<file path="src/sv/sitsel_pkg.sv">
`timescale 1ns / 1ps
package sitsel_pkg;

  localparam int TABLE_DEPTH = 32;
  localparam int CNT_W = $clog2(TABLE_DEPTH + 1);
  localparam int IDX_W = $clog2(TABLE_DEPTH);
  localparam int CAP_W = 6;
  localparam int CMP_W = (CNT_W > CAP_W) ? CNT_W : CAP_W;

  localparam logic [1:0] ACT_INSERT = 2'd0;
  localparam logic [1:0] ACT_DELETE = 2'd1;
  localparam logic [1:0] ACT_SEARCH = 2'd2;
  localparam logic [1:0] ACT_SELECT = 2'd3;

  localparam logic [2:0] ST_OK    = 3'd0;
  localparam logic [2:0] ST_FULL  = 3'd1;
  localparam logic [2:0] ST_DUP   = 3'd2;
  localparam logic [2:0] ST_ZERO  = 3'd3;
  localparam logic [2:0] ST_MISS  = 3'd4;
  localparam logic [2:0] ST_NOPOL = 3'd5;

  localparam logic [1:0] OPT_LOOP   = 2'd0;
  localparam logic [1:0] OPT_RANDOM = 2'd1;

  localparam logic [1:0] REG_CAP0 = 2'd0;
  localparam logic [1:0] REG_CAP1 = 2'd1;
  localparam logic [1:0] REG_OPT0 = 2'd2;
  localparam logic [1:0] REG_OPT1 = 2'd3;

  typedef enum logic [1:0] {
    RD_EQ,
    RD_NEXT,
    RD_IDX
  } rd_mode_t;

  typedef enum logic [1:0] {
    S_IDLE,
    S_DIV,
    S_EXEC
  } state_t;

  typedef struct packed {
    logic     ins;
    logic     del;
    rd_mode_t mode;
  } ctrl_t;

endpackage

</file>
<file path="src/sv/sitsel_modu.sv">
`timescale 1ns / 1ps
module sitsel_modu (
  input  logic                         clk,
  input  logic                         rst_n,
  input  logic                         start,
  input  logic [31:0]                  dividend,
  input  logic [sitsel_pkg::CNT_W-1:0] divisor,
  output logic                         done,
  output logic [sitsel_pkg::CNT_W-1:0] rem
);
  import sitsel_pkg::*;

  logic             busy_r, busy_nxt;
  logic [4:0]       cnt_r, cnt_nxt;
  logic [31:0]      quo_r, quo_nxt;
  logic [CNT_W-1:0] rem_r, rem_nxt;
  logic [CNT_W:0]   trial;

  assign done = busy_r && (cnt_r == 5'd31);
  assign rem  = rem_r;

  // restoring remainder, one dividend bit per cycle
  always_comb begin
    trial    = {rem_r, quo_r[31]};
    busy_nxt = busy_r;
    cnt_nxt  = cnt_r;
    quo_nxt  = quo_r;
    rem_nxt  = rem_r;
    if (start) begin
      busy_nxt = 1'b1;
      cnt_nxt  = '0;
      quo_nxt  = dividend;
      rem_nxt  = '0;
    end else if (busy_r) begin
      if (trial >= {1'b0, divisor}) begin
        trial = trial - {1'b0, divisor};
      end
      rem_nxt = trial[CNT_W-1:0];
      quo_nxt = {quo_r[30:0], 1'b0};
      cnt_nxt = cnt_r + 5'd1;
      if (done) begin
        busy_nxt = 1'b0;
      end
    end
  end

  always_ff @(posedge clk) begin
    if (!rst_n) begin
      busy_r <= 1'b0;
      cnt_r  <= '0;
    end else begin
      busy_r <= busy_nxt;
      cnt_r  <= cnt_nxt;
    end
  end

  always_ff @(posedge clk) begin
    quo_r <= quo_nxt;
    rem_r <= rem_nxt;
  end

endmodule

</file>
<file path="config.mk">
export PLATFORM = sky130hd
export DESIGN_NAME = sitsel_modu
export DESIGN_NICKNAME = d
export VERILOG_FILES = /design/src/sv/sitsel_pkg.sv /design/src/sv/sitsel_modu.sv
export SDC_FILE = /design/constraint.sdc
export NUM_CORES = 1
export LEC_CHECK = 0
export ABC_AREA = 1
export BUFFER_PORTS_ARGS = -buffer_cell sky130_fd_sc_hd__buf_2
export CORE_MARGIN = 3
export CORE_UTILIZATION = 54
export DETAILED_ROUTE_END_ITERATION = 12
export PLACE_DENSITY = 0.79
export SETUP_SLACK_MARGIN = 0.05
export SYNTH_ARGS = -nofsm -noshare
export SYNTH_HDL_FRONTEND = slang
export SYNTH_SLANG_ARGS = --single-unit
</file>
<file path="constraint.sdc">
create_clock -name clk -period 2 [get_ports clk]
set_clock_uncertainty 0.15 [all_clocks]
set_input_delay 0.2 -clock clk [delete_from_list [all_inputs] [get_ports clk]]
set_output_delay 0.2 -clock clk [all_outputs]
set_load 0.1 [all_outputs]
</file>
==> reports/results.ini <==
[place]
place_area_sq_um=2600
placement.io_buffers=47
post-dp-hpwl_mm=3.20
place.gp.congestion=0.868

[sta]
finalSetupTns_ns=0
timing.final.crit_share=0.908
rsz0062_at_grt=false
worst_pin_slew_ns=0.487
fmax_mhz=551
slew_headroom=0.678
drv_slew=0
finalSetupViolCount=0
finalHoldViolCount=0
fin_crit_ns=1.82

[clocking]
clockRootBuffer=clkbuf_8
insertion_delay_ns=0.29
cts_tree=yes
clk_transition_reported_paths_ns=0.08
max-clock-path-buffers=2
cts_inserted_buffers=5
h-tree-depth=2
clkSinkCount=44

[global_route]
grt_antenna_before_repair=0
grt_pass1_vias=1656
grt_usage=0.184
grt_overflow_total=0
grt_max_degree=31
grt_pass1_wl_mm=7.34

[routing]
drt-total-wl_mm=4.38
vias=1825
first_pass_iters=4
wl_per_cell_microns=11.8
dr.first_iter.drc_count=139
drcViolationCount=0
ant_nets=0
routed_via_density=4.93

[synthesis]
synth_seq_cells=44
yosys.area_share.simple=0.310
syn_inst=269
synth_area_leaders=edfxtp_1 (43%), nand2_1 (22%), dfxtp_1 (11%), ha_1 (5.0%), inv_1 (3.8%)
avgSynthCellArea_sq_um=8.40
muxShareOfSynthArea=0
synth_top_area_frac=0.425
synth_xor_area_frac=0.00775
ys_types=29
syn-num-nets=320
ys_warn_count=0
synthAdderAreaFrac=0.0587
yosys.area.top_type=edfxtp_1
synth_compound_area_frac=0.0332
syn_area_sq_um=2260
ys_seq_area_frac=0.531
synth_top_family_by_area=simple AND/OR/NAND/NOR gates

[critical_path]
crit_path_cell_trace=ha_4 -> inv_1 -> nor3_2 -> ha_2 -> nand2_1 -> inv_2 -> buf_12
start_kind=flip-flop
worstPathRequired_ns=1.65
critical_path.slowest_cell=dfxtp_2
crit_type=flip-flop to output pin
cpPeakStageDelay_ns=0.37
reg2reg_depth=8
reg2reg_to=rem[4]$_SDFFE_PP0P_
end_kind=output pin
critical_path.top_delay_family=flip-flops
crit_buf_inv=3
timing.reg2reg.setup_slack_ns=0.21
worstPathArrival_ns=1.47
crit_fanout=3
reg2reg_from=quo_r[31]$_DFFE_PP_

[run_status]
status=completed

[cells_and_area]
most-common-layout-cells=nand2_1 (131), buf_2 (46), edfxtp_1 (32), inv_1 (22), nor2_1 (11)
drive_above_1_share=0.245
multi_input_area_sq_um=947
syn_to_final_growth_pct=20.2
num-nets-final=372
diodes=0
seq_area_sq_um=1220
final_area_sq_um=2720
fillers=315
final_common_cell=nand2_1

[floorplan]
start_util=0.587
io_pins=48
die_area_sq_um=5000
fp.dieW_microns=70.7
die_y_microns=70.7
fp-row-count=22
core_area_sq_um=3850

[power_and_ir_drop]
vdd_drop_max_uv=561
p_leak_nw=1.35
power.density_nw_per_um2=777

[min_path]
hold_class=input port to flip-flop
hold_depth=3
hold_path_startpoint=dividend[0]
hold_end=quo_r[0]$_SDFFCE_PN0P_

[flow_run]
cap_violations=0

[sequential cells by signal, summed over array words and instances (netlist names)]
| register | count |
|---|---|
| quo_r | 32 |
| rem | 6 |
| cnt_r | 5 |
| busy_r | 1 |
[cell type report]
type | instances | share of cell area
repair buffers | 52 | 0.111
clock inverters | 1 | 0.00322
multi-input cells | 190 | 0.349
flip-flops and latches | 44 | 0.448
well taps | 48 | 0.0221
inverters | 28 | 0.0387
clock buffers | 7 | 0.0281
[how the worst max path moves through the flow]
stage / start / end / slack, ns / cells after the start
after global routing: quo_r[31]$_DFFE_PP_ / rem[4]$_SDFFE_PP0P_ / 0.08 / 8
after floorplan: rem[4]$_SDFFE_PP0P_ / rem[2]$_SDFFE_PP0P_ / 0.06 / 7
final: cnt_r[0]$_SDFFE_PP0P_ / done / 0.18 / 7
after global placement: quo_r[31]$_DFFE_PP_ / rem[4]$_SDFFE_PP0P_ / 0.27 / 8
after detailed placement: quo_r[31]$_DFFE_PP_ / rem[4]$_SDFFE_PP0P_ / 0.23 / 8
after CTS: cnt_r[0]$_SDFFE_PP0P_ / done / 0.07 / 7
[power by group]
group,leakage [nW],switching [W],internal [W]
combinational,0.877,0.000303,0.000152
clock,0.0424,0.000291,0.000250
sequential,0.431,0.0000369,0.00108
total,1.35,0.000631,0.00148
[worst min-delay path: cells and delay by family]
family	cells	cell delay, ns
simple gates	1	0.04
buf+inv	2	0.11
[per-stage QoR]
| stage | total power (W) | setup WS [ns] | instances | hold slack [ns] | utilization |
|---|---|---|---|---|---|
| 2_1_floorplan | 0.00146 | 0.0607 | 269 | 0.175 | - |
| 3_3_place_gp | 0.00158 | 0.275 | 361 | 0.295 | 0.675 |
| 3_5_place_dp | 0.00159 | 0.229 | 361 | 0.296 | 0.675 |
| 4_1_cts | 0.00213 | 0.0671 | 370 | 0.00746 | 0.699 |
| 5_1_grt | 0.00223 | 0.0794 | 370 | 0.0152 | 0.705 |
| 6_report | 0.00211 | 0.183 | 370 | 0.0138 | 0.705 |
[cells in the mapped netlist, drive strengths merged]
| master | number |
|---|---|
| clkbuf | 4 |
| inv | 27 |
| edfxtp | 32 |
| nor2 | 12 |
| nand3 | 9 |
| nor3 | 5 |
| nand2 | 132 |
| o21ai | 1 |
| nand3b | 1 |
| nor4 | 1 |
| o21bai | 1 |
| ha | 9 |
| a31oi | 1 |
| a21oi | 6 |
| a211oi | 1 |
| nand4 | 6 |
| dfxtp | 12 |
| clkinv | 1 |
| buf | 3 |
| xor2 | 2 |
| or2 | 2 |
| fa | 1 |
[cells by family (layout without fill, tap and decap cells)]
family                     Yosys count  count (layout)
DFF                                 44              44
AOI/OAI and AO/OA                   10              10
buffers and inverters               35              88
and+or+nand+nor                    168             168
adders and majority gates           10              10
xor gates and xnor gates             2               2
[routing by layer]
layer | part of all wire | track usage | vias to the layer above
met4 | 0.013 | 0.0522 | 0
met3 | 0.054 | 0.0469 | 5
li1 | - | - | 961
met2 | 0.48 | 0.287 | 50
met1 | 0.46 | 0.255 | 809
met5 | 0 | 0 | -
[what timing repair did]
action	CTS	global route
setup buffers	0	0
setup endpoints to repair	0	1
gates resized for setup	0	7
endpoints found under the hold margin	1	0
hold buffers	1	0
Power figures use the tool's default switching activity.
